--- config.mk ---
export PLATFORM = sky130hd
export DESIGN_NAME = modbus_read_registers_responder_flat
export DESIGN_NICKNAME = d
export VERILOG_FILES = /design/src/design/mrr_pkg.sv /design/src/design/mrr_if.sv /design/src/design/mrr_crc.sv /design/src/design/mrr_bank.sv /design/src/design/modbus_read_registers_responder.sv /design/src/flat_wrapper.sv
export SDC_FILE = /design/constraint.sdc
export NUM_CORES = 2
export LEC_CHECK = 0
export CAP_MARGIN = 20
export CELL_PAD_IN_SITES_DETAIL_PLACEMENT = 0
export CELL_PAD_IN_SITES_GLOBAL_PLACEMENT = 1
export CORE_MARGIN = 2
export CORE_UTILIZATION = 30
export DETAILED_ROUTE_END_ITERATION = 12
export DONT_BUFFER_PORTS = 1
export MAX_ROUTING_LAYER = met4
export PLACE_DENSITY = 0.49
export SYNTH_ARGS = -nofsm -noshare
export SYNTH_HDL_FRONTEND = slang
export SYNTH_SLANG_ARGS = --single-unit
--- constraint.sdc ---
create_clock -name clk -period 4.51 [get_ports clk]
set_clock_uncertainty 0.15 [all_clocks]
set_input_delay 0.902 -clock clk [delete_from_list [all_inputs] [get_ports clk]]
set_output_delay 0.902 -clock clk [all_outputs]
set_load 0.02 [all_outputs]
--- src/design/mrr_pkg.sv ---
// Shared constants and types for the read-registers responder.
package mrr_pkg;

    // Default bank depth and read-count limit
    localparam int MEM_DEPTH_DEF = 256;
    localparam int MAX_REGS      = 29;

    // Field widths
    localparam int ADDR_W  = 8;
    localparam int FUNC_W  = 8;
    localparam int START_W = 8;
    localparam int COUNT_W = 5;
    localparam int WORD_W  = 16;
    localparam int BYTE_W  = 8;

    // CRC-16/MODBUS, reflected form
    localparam logic [15:0] CRC_POLY = 16'hA001;
    localparam logic [15:0] CRC_INIT = 16'hFFFF;

    // Command codes
    localparam logic CMD_WRITE = 1'b0;
    localparam logic CMD_READ  = 1'b1;

    // Which byte of the response frame is in flight
    typedef enum logic [2:0] {
        K_ADDR   = 3'd0,
        K_FUNC   = 3'd1,
        K_COUNT  = 3'd2,
        K_HI     = 3'd3,
        K_LO     = 3'd4,
        K_CRC_LO = 3'd5,
        K_CRC_HI = 3'd6
    } byte_kind_t;

    // Control from the sequencer to the serial CRC unit
    typedef struct packed {
        logic init;
        logic load;
    } crc_ctl_t;

endpackage

--- src/design/mrr_if.sv ---
// Request and response channel interfaces for the read-registers responder.
interface mrr_req_if
    import mrr_pkg::*;
();
    logic                 valid;
    logic                 ready;
    logic                 cmd;
    logic [ADDR_W-1:0]    slave_address;
    logic [FUNC_W-1:0]    function_code;
    logic [START_W-1:0]   start_index;
    logic [COUNT_W-1:0]   register_count;
    logic [WORD_W-1:0]    write_word;

    modport source (
        output valid, cmd, slave_address, function_code, start_index,
               register_count, write_word,
        input  ready
    );
    modport sink (
        input  valid, cmd, slave_address, function_code, start_index,
               register_count, write_word,
        output ready
    );
endinterface

interface mrr_rsp_if
    import mrr_pkg::*;
();
    logic              valid;
    logic              ready;
    logic [BYTE_W-1:0] tx_byte;
    logic              frame_last;

    modport source (
        output valid, tx_byte, frame_last,
        input  ready
    );
    modport sink (
        input  valid, tx_byte, frame_last,
        output ready
    );
endinterface

--- src/design/mrr_crc.sv ---
// Bit-serial CRC-16/MODBUS unit: folds in one byte, one bit at a time.
module mrr_crc
    import mrr_pkg::*;
(
    input  logic              clk,
    input  logic              rst_n,
    input  crc_ctl_t          ctl,
    input  logic [BYTE_W-1:0] data_in,
    output logic [15:0]       crc,
    output logic              busy
);

    logic [15:0]       crc_reg;
    logic [15:0]       crc_next;
    logic [BYTE_W-1:0] sh_reg;
    logic [BYTE_W-1:0] sh_next;
    logic [3:0]        cnt_reg;
    logic [3:0]        cnt_next;
    logic              fb;

    assign fb = crc_reg[0] ^ sh_reg[0];

    // Reload, take a byte, or shift one bit through the polynomial
    always_comb
    begin
        crc_next = crc_reg;
        sh_next  = sh_reg;
        cnt_next = cnt_reg;
        if (ctl.init)
        begin
            crc_next = CRC_INIT;
        end
        else if (ctl.load)
        begin
            sh_next  = data_in;
            cnt_next = 4'(BYTE_W);
        end
        else if (cnt_reg != 4'd0)
        begin
            crc_next = (crc_reg >> 1) ^ (fb ? CRC_POLY : 16'h0000);
            sh_next  = sh_reg >> 1;
            cnt_next = cnt_reg - 4'd1;
        end
    end

    always_ff @(posedge clk or negedge rst_n)
    begin
        if (!rst_n)
        begin
            crc_reg <= CRC_INIT;
            cnt_reg <= 4'd0;
        end
        else
        begin
            crc_reg <= crc_next;
            cnt_reg <= cnt_next;
        end
    end

    // Hold the byte being folded in
    always_ff @(posedge clk)
    begin
        sh_reg <= sh_next;
    end

    assign crc  = crc_reg;
    assign busy = (cnt_reg != 4'd0);

endmodule

--- src/design/mrr_bank.sv ---
// Holding-register bank: one write port, one registered read port.
module mrr_bank
    import mrr_pkg::*;
#(
    parameter int MEM_DEPTH = MEM_DEPTH_DEF,
    parameter int IDX_W     = $clog2(MEM_DEPTH)
)
(
    input  logic              clk,
    input  logic              wr_en,
    input  logic [IDX_W-1:0]  wr_addr,
    input  logic [WORD_W-1:0] wr_data,
    input  logic              rd_en,
    input  logic [IDX_W-1:0]  rd_addr,
    output logic [WORD_W-1:0] rd_data
);

    logic [WORD_W-1:0] mem [MEM_DEPTH];
    logic [WORD_W-1:0] rd_data_reg;

    // Store one word
    always_ff @(posedge clk)
    begin
        if (wr_en)
        begin
            mem[wr_addr] <= wr_data;
        end
    end

    // Register read data
    always_ff @(posedge clk)
    begin
        if (rd_en)
        begin
            rd_data_reg <= mem[rd_addr];
        end
    end

    assign rd_data = rd_data_reg;

endmodule

--- src/design/modbus_read_registers_responder.sv ---
// Read holding registers responder: register bank, bit-serial CRC and frame sequencer.
// Write beat: accepted in idle, index reduced when MEM_DEPTH < 256, then written.
// Read beat: frame of 5 + 2N bytes, each sent under the output ready handshake
// (preceded by index reduction when MEM_DEPTH < 256).
// Bytes before the CRC fold in one bit per cycle; that and rsp.ready set the pace.
// One request at a time; reset returns the sequencer to idle and the CRC to 0xFFFF.
module modbus_read_registers_responder
    import mrr_pkg::*;
#(
    parameter int MEM_DEPTH = MEM_DEPTH_DEF
)
(
    input  logic       clk,
    input  logic       rst_n,
    mrr_req_if.sink    req,
    mrr_rsp_if.source  rsp
);

    localparam int               IDX_W       = $clog2(MEM_DEPTH);
    localparam logic [IDX_W-1:0] IDX_LAST    = IDX_W'(MEM_DEPTH - 1);
    localparam bit               NEED_MOD    = (MEM_DEPTH < 256);
    localparam logic [8:0]       DEPTH_SMALL = NEED_MOD ? 9'(MEM_DEPTH) : 9'd0;

    typedef enum logic [6:0] {
        S_IDLE   = 7'b0000001,
        S_REDUCE = 7'b0000010,
        S_ROUTE  = 7'b0000100,
        S_FETCH  = 7'b0001000,
        S_LOAD   = 7'b0010000,
        S_CRC    = 7'b0100000,
        S_SEND   = 7'b1000000
    } state_t;

    state_t              state_reg, state_next;
    byte_kind_t          kind_reg, kind_next;
    logic [2:0]          step_reg, step_next;
    logic [COUNT_W-1:0]  remain_reg, remain_next;
    logic                cmd_reg, cmd_next;
    logic [ADDR_W-1:0]   addr_reg, addr_next;
    logic [FUNC_W-1:0]   func_reg, func_next;
    logic [START_W-1:0]  red_reg, red_next;
    logic [WORD_W-1:0]   wword_reg, wword_next;
    logic [IDX_W-1:0]    idx_reg, idx_next;
    logic [BYTE_W-1:0]   lo_reg, lo_next;
    logic [BYTE_W-1:0]   tx_reg, tx_next;
    logic                last_reg, last_next;

    logic [15:0]         sub_val;
    logic [IDX_W-1:0]    route_idx;
    logic [BYTE_W-1:0]   cur_byte;
    logic [COUNT_W-1:0]  clamped;

    crc_ctl_t            crc_ctl;
    logic [15:0]         crc_val;
    logic                crc_busy;
    logic                wr_en;
    logic                rd_en;
    logic [WORD_W-1:0]   rd_data;

    mrr_crc u_crc (
        .clk     (clk),
        .rst_n   (rst_n),
        .ctl     (crc_ctl),
        .data_in (cur_byte),
        .crc     (crc_val),
        .busy    (crc_busy)
    );

    mrr_bank #(
        .MEM_DEPTH (MEM_DEPTH),
        .IDX_W     (IDX_W)
    ) u_bank (
        .clk     (clk),
        .wr_en   (wr_en),
        .wr_addr (route_idx),
        .wr_data (wword_reg),
        .rd_en   (rd_en),
        .rd_addr (idx_reg),
        .rd_data (rd_data)
    );

    assign sub_val   = {7'd0, DEPTH_SMALL} << step_reg;
    assign route_idx = IDX_W'(red_reg);
    assign clamped   = (req.register_count > COUNT_W'(MAX_REGS)) ?
                       COUNT_W'(MAX_REGS) : req.register_count;

    // Pick the frame byte for the current position
    always_comb
    begin
        case (kind_reg)
            K_ADDR:   cur_byte = addr_reg;
            K_FUNC:   cur_byte = func_reg;
            K_COUNT:  cur_byte = BYTE_W'({remain_reg, 1'b0});
            K_HI:     cur_byte = rd_data[15:8];
            K_LO:     cur_byte = lo_reg;
            K_CRC_LO: cur_byte = crc_val[7:0];
            K_CRC_HI: cur_byte = crc_val[15:8];
            default:  cur_byte = '0;
        endcase
    end

    // Sequence request handling and frame bytes
    always_comb
    begin
        state_next  = state_reg;
        kind_next   = kind_reg;
        step_next   = step_reg;
        remain_next = remain_reg;
        cmd_next    = cmd_reg;
        addr_next   = addr_reg;
        func_next   = func_reg;
        red_next    = red_reg;
        wword_next  = wword_reg;
        idx_next    = idx_reg;
        lo_next     = lo_reg;
        tx_next     = tx_reg;
        last_next   = last_reg;
        crc_ctl     = '0;
        wr_en       = 1'b0;
        rd_en       = 1'b0;

        unique case (state_reg)
            S_IDLE:
            begin
                if (req.valid)
                begin
                    cmd_next    = req.cmd;
                    addr_next   = req.slave_address;
                    func_next   = req.function_code;
                    red_next    = req.start_index;
                    wword_next  = req.write_word;
                    remain_next = clamped;
                    step_next   = 3'd7;
                    state_next  = NEED_MOD ? S_REDUCE : S_ROUTE;
                end
            end
            S_REDUCE:
            begin
                // Restoring reduction of the start index by the depth
                if ({8'd0, red_reg} >= sub_val)
                begin
                    red_next = red_reg - sub_val[7:0];
                end
                if (step_reg == 3'd0)
                begin
                    state_next = S_ROUTE;
                end
                else
                begin
                    step_next = step_reg - 3'd1;
                end
            end
            S_ROUTE:
            begin
                idx_next = route_idx;
                if (cmd_reg == CMD_WRITE)
                begin
                    wr_en      = 1'b1;
                    state_next = S_IDLE;
                end
                else
                begin
                    crc_ctl.init = 1'b1;
                    kind_next    = K_ADDR;
                    state_next   = S_LOAD;
                end
            end
            S_FETCH:
            begin
                rd_en      = 1'b1;
                state_next = S_LOAD;
            end
            S_LOAD:
            begin
                tx_next   = cur_byte;
                last_next = (kind_reg == K_CRC_HI);
                if (kind_reg == K_HI)
                begin
                    lo_next = rd_data[7:0];
                end
                if (kind_reg == K_CRC_LO || kind_reg == K_CRC_HI)
                begin
                    state_next = S_SEND;
                end
                else
                begin
                    crc_ctl.load = 1'b1;
                    state_next   = S_CRC;
                end
            end
            S_CRC:
            begin
                if (!crc_busy)
                begin
                    state_next = S_SEND;
                end
            end
            S_SEND:
            begin
                if (rsp.ready)
                begin
                    state_next = S_LOAD;
                    case (kind_reg)
                        K_ADDR:  kind_next = K_FUNC;
                        K_FUNC:  kind_next = K_COUNT;
                        K_COUNT:
                        begin
                            if (remain_reg == '0)
                            begin
                                kind_next = K_CRC_LO;
                            end
                            else
                            begin
                                kind_next  = K_HI;
                                state_next = S_FETCH;
                            end
                        end
                        K_HI:    kind_next = K_LO;
                        K_LO:
                        begin
                            remain_next = remain_reg - 1'b1;
                            if (remain_reg == COUNT_W'(1))
                            begin
                                kind_next = K_CRC_LO;
                            end
                            else
                            begin
                                kind_next  = K_HI;
                                idx_next   = (idx_reg == IDX_LAST) ? '0 : idx_reg + 1'b1;
                                state_next = S_FETCH;
                            end
                        end
                        K_CRC_LO: kind_next = K_CRC_HI;
                        default:  state_next = S_IDLE;
                    endcase
                end
            end
            default:
            begin
                state_next = S_IDLE;
            end
        endcase
    end

    // Advance control state
    always_ff @(posedge clk or negedge rst_n)
    begin
        if (!rst_n)
        begin
            state_reg  <= S_IDLE;
            kind_reg   <= K_ADDR;
            step_reg   <= 3'd0;
            remain_reg <= '0;
        end
        else
        begin
            state_reg  <= state_next;
            kind_reg   <= kind_next;
            step_reg   <= step_next;
            remain_reg <= remain_next;
        end
    end

    // Hold request fields and the outgoing beat
    always_ff @(posedge clk)
    begin
        cmd_reg   <= cmd_next;
        addr_reg  <= addr_next;
        func_reg  <= func_next;
        red_reg   <= red_next;
        wword_reg <= wword_next;
        idx_reg   <= idx_next;
        lo_reg    <= lo_next;
        tx_reg    <= tx_next;
        last_reg  <= last_next;
    end

    assign req.ready      = (state_reg == S_IDLE);
    assign rsp.valid      = (state_reg == S_SEND);
    assign rsp.tx_byte    = tx_reg;
    assign rsp.frame_last = last_reg;

endmodule
--- src/flat_wrapper.sv ---
// flat-port wrapper written by rule: the top's interface ports become plain ports
module modbus_read_registers_responder_flat import mrr_pkg::*;
#(
    parameter int MEM_DEPTH = MEM_DEPTH_DEF
)
  (clk, rst_n, req_valid, req_cmd, req_slave_address, req_function_code, req_start_index, req_register_count, req_write_word, req_ready, rsp_valid, rsp_tx_byte, rsp_frame_last, rsp_ready);
  mrr_req_if req_i ();
  mrr_rsp_if rsp_i ();
  input  logic clk;
  input  logic rst_n;
  input wire logic [$bits(req_i.valid)-1:0] req_valid;
  input wire logic [$bits(req_i.cmd)-1:0] req_cmd;
  input wire logic [$bits(req_i.slave_address)-1:0] req_slave_address;
  input wire logic [$bits(req_i.function_code)-1:0] req_function_code;
  input wire logic [$bits(req_i.start_index)-1:0] req_start_index;
  input wire logic [$bits(req_i.register_count)-1:0] req_register_count;
  input wire logic [$bits(req_i.write_word)-1:0] req_write_word;
  output wire logic [$bits(req_i.ready)-1:0] req_ready;
  output wire logic [$bits(rsp_i.valid)-1:0] rsp_valid;
  output wire logic [$bits(rsp_i.tx_byte)-1:0] rsp_tx_byte;
  output wire logic [$bits(rsp_i.frame_last)-1:0] rsp_frame_last;
  input wire logic [$bits(rsp_i.ready)-1:0] rsp_ready;
  assign req_i.valid = req_valid;
  assign req_i.cmd = req_cmd;
  assign req_i.slave_address = req_slave_address;
  assign req_i.function_code = req_function_code;
  assign req_i.start_index = req_start_index;
  assign req_i.register_count = req_register_count;
  assign req_i.write_word = req_write_word;
  assign req_ready = req_i.ready;
  assign rsp_valid = rsp_i.valid;
  assign rsp_tx_byte = rsp_i.tx_byte;
  assign rsp_frame_last = rsp_i.frame_last;
  assign rsp_i.ready = rsp_ready;
  modbus_read_registers_responder #(.MEM_DEPTH(MEM_DEPTH)) u_core (.clk(clk), .rst_n(rst_n), .req(req_i), .rsp(rsp_i));
endmodule
==> impl_metrics.yaml <==
grt:
  grt_util_met1_pct: 26.91
  grt_antenna_before_repair: 54
  grt_pass1_vias: 85140
  met2_usage_pct: 31.68
  grt_pass1_wl_mm: 739.2
  gr-max-usage-layer: "met2"
  grt_max_degree: 154
  grtUsageTotal_pct: 19.78
  grt_util_met3_pct: 3.086
  overflow: 0
timing:
  setup_tns_ns: 0
  worstMarginPinSlew_ns: 1.323
  finalHoldViolCount: 0
  relSlewSlack_pct: 11.81
  rsz0062_at_grt: "false"
  slew_viol_final: 0
  fmax_ghz: 0.2307
  period_needed_ns: 4.335
  final.period_utilization_pct: 96.11
  setup_viol: 0
  fin_ws_ns: 0.1754
power:
  p_sw_share_pct: 27.03
  combPwrFrac_pct: 15.0
  power_density_nw_per_um2: 502.7
  switchingPower_mw: 26.27
  clkPwrFrac_pct: 37.8
  leakage_nw: 61.38
  ir_worst_vdd_mv: 0.3368
  p_int_mw: 70.92
  seq_power_share_pct: 47.2
final_layout:
  finalCoreUtilization_pct: 35.46
  largest_register_ffs: 4096
  top_register: "u_core.u_bank.mem"
  n_fill_cell: 50500
  seqCellArea_sq_um: 126600
  mostFrequentLayoutCells: "4186 x edfxtp_1, 744 x mux4_2, 640 x buf_4"
  layout_commonest_cell: "edfxtp_1"
  fin_nets: 8710
  multiInputGateArea_sq_um: 35130
  area_growth_pct: 17.58
  drive_above_1_share_pct: 27.34
drt:
  wl_per_cell_um: 33.45
  num_vias: 84950
  postRouteAntennaNets: 0
  vias_per_cell: 5.215
  wirelength_mm: 544.9
  first_pass_iters: 6
  drt_iter0_markers: 9958
  drcViolationCount: 0
clocking:
  h-tree-depth: 5
  cts_buffers: 454
  cts_tree: "built"
  root_buffer: "clkbuf_16"
  clkTransAtPathRegs_ns: 0.06
  max-clock-path-buffers: 4
  worstSkewPairLatency_ns: 1.05
  cts_sinks: 4220
setup_path:
  worstReg2RegEnd: "u_core.u_bank.rd_data[7]"
  crit_path_end: "u_core.u_bank.rd_data[7]"
  r2r_slack_ns: 0.18
  arrival_ns: 4.97
  cp-start-kind: "register"
  cp_max_fo: 37
  ff2ff_path_depth: 11
  path_class: "reg2reg"
  required_ns: 5.14
  r2r_start: "u_core.idx_reg[1]"
  startpoint: "u_core.idx_reg[1]"
  cp-end-kind: "register"
yosys:
  synth_edf_count: 4186
  synth_cells: 7840
  seq_area_frac_synth_pct: 76.98
  ys.flop_type: "edfxtp_1"
  synth_compound_area_share_pct: 3.914
  syn_nets: 7897
  synthXorXnorAreaFrac_pct: 0.06392
  synth_cell_types: 83
  synth-simple-area-share_pct: 2.052
  async_flop_share_pct: 0.8057
  synth_seq_cells: 4220
  synth_adder_area_share_pct: 0.05327
  syn_avg_cell_area_sq_um: 20.97
  syn_area_sq_um: 164400
  synth_top_family_by_area: "multiplexers"
  ys_warn_count: 0
  synth.area.mux_share_pct: 14.81
placement:
  post-place-ws_ns: -0.2354
  gp_congestion: 0.8267
  portBuffers: 0
  dp_hpwl_mm: 336.0
flow_run:
  maxCapViolCount: 0
floorplan:
  die_x_um: 744.3
  coreArea_sq_um: 545200
  io_pins: 61
  die-area_sq_um: 554000
  rows: 271
  die_h_um: 744.3
  start_util_pct: 30.16
hold_path:
  hp-class: "in2reg"
run_status:
  status: "finished clean"
[worst min-delay path by stage]
stage | slack (ns) | end | startpoint | cells after the start
after global placement | 0.36 | u_core.u_crc.sh_reg[5] | u_core.u_crc.sh_reg[6] | 2
after CTS | 0.007 | u_core.kind_reg[0] | rsp_ready | 3
after floorplan | 0.25 | u_core.lo_reg[0] | u_core.u_bank.rd_data[0] | 0
after global routing | 0.08 | u_core.kind_reg[0] | rsp_ready | 3
after detailed placement | 0.36 | u_core.u_crc.cnt_reg[3] | u_core.u_crc.cnt_reg[3] | 2
final | 0.13 | u_core.kind_reg[0] | rsp_ready | 3
[timing repair]
| action | CTS | global route |
|---|---|---|
| pin swaps | 0 | 0 |
| endpoints found under the hold margin | 84 | 0 |
| endpoints found under the setup margin | 6 | 1 |
| hold buffers | 51 | 0 |
| resized for setup | 3 | 1 |
| setup buffers | 4 | 0 |
[layer usage]
metal / part of all wire (%) / vias to the layer above
met5: 0 / -
met3: 6.6 / 617
li1: - / 34660
met1: 43 / 46660
met2: 48 / 3018
met4: 2.1 / 0
[power by group through the flow]
| stage | logic [mW] | clock network [mW] | registers (mW) |
|---|---|---|---|
| 5_1_grt | 15.3 | 39.0 | 45.8 |
| 6_report | 14.6 | 36.8 | 45.8 |
| 2_1_floorplan | 6.82 | 0 | 47.9 |
| 3_5_place_dp | 14.6 | 0 | 46.6 |
| 4_1_cts | 14.8 | 37.6 | 45.8 |
| 3_3_place_gp | 14.4 | 0 | 46.6 |
[cell families after synthesis]
logic type,after synthesis
and+or+nand+nor,769
DFF,4220
muxes,1433
xor gates and xnor gates,12
AOI/OAI and AO/OA,925
adders and majority gates,7
buffers and inverters,474
[cells in the mapped netlist (6+ instances only)]
cell type / n / area share (%)
a211oi_1: 25 / 0.11
mux4_1: 41 / 0.66
mux2i_1: 627 / 3.8
buf_12: 35 / 0.43
dfstp_2: 17 / 0.27
o21ai_0: 109 / 0.33
buf_6: 63 / 0.43
and3_1: 12 / 0.046
nand2b_1: 7 / 0.027
or3_1: 7 / 0.027
buf_1: 39 / 0.089
a21o_1: 12 / 0.055
a32oi_1: 8 / 0.043
and2_1: 14 / 0.053
or2_2: 6 / 0.023
nor2b_1: 20 / 0.076
o31ai_1: 7 / 0.032
a22oi_1: 88 / 0.40
nand2_1: 169 / 0.39
o22a_1: 15 / 0.080
nand3_1: 58 / 0.18
buf_2: 93 / 0.28
buf_4: 18 / 0.082
buf_8: 44 / 0.40
o32ai_1: 11 / 0.059
nor2_1: 367 / 0.84
mux4_2: 744 / 10
nor3_1: 62 / 0.19
mux2_2: 20 / 0.14
clkbuf_1: 166 / 0.38
xnor2_1: 7 / 0.037
a21oi_1: 194 / 0.59
a31oi_1: 21 / 0.080
a22o_1: 18 / 0.096
o211ai_1: 11 / 0.050
o221ai_1: 197 / 1.0
inv_1: 11 / 0.025
ha_1: 7 / 0.053
nor4_1: 19 / 0.072
o22ai_1: 137 / 0.52
edfxtp_1: 4186 / 76
dfrtp_1: 17 / 0.26
a221oi_1: 22 / 0.12
o2111ai_1: 6 / 0.032
[final cells by class]
class / count / area share [%]
inverters: 15 / 0.03689
well taps: 7234 / 4.682
diodes: 20 / 0.02589
multi-input cells: 3146 / 18.17
repair buffers: 816 / 4.039
clock buffers: 544 / 6.062
clock inverters: 293 / 1.513
flip-flops and latches: 4220 / 65.47
[through the flow]
step | instances | hold slack, ns | power, mW | cell area (sq um)
4_1_cts | 16270 | 0.006783 | 98.14 | 193200
3_3_place_gp | 15370 | 0.3587 | 61.03 | 177900
2_1_floorplan | 7840 | 0.2503 | 54.72 | 164400
3_5_place_dp | 15380 | 0.3611 | 61.27 | 178000
5_1_grt | 16280 | 0.07912 | 100.1 | 193300
6_report | 16290 | 0.1277 | 97.19 | 193300
[critical path, stage by stage, from the launching register on]
cell and delay [ns]:
edfxtp_1 0.45, buf_4 0.20, buf_4 0.18, buf_12 0.18, nor2_4 0.42, buf_4 0.34, a221oi_1 0.15, buf_4 0.21
a211oi_1 0.65, nand3_1 0.60, o221ai_1 0.34, nor4_1 0.11
No activity file was read; power rests on OpenSTA's default activity.
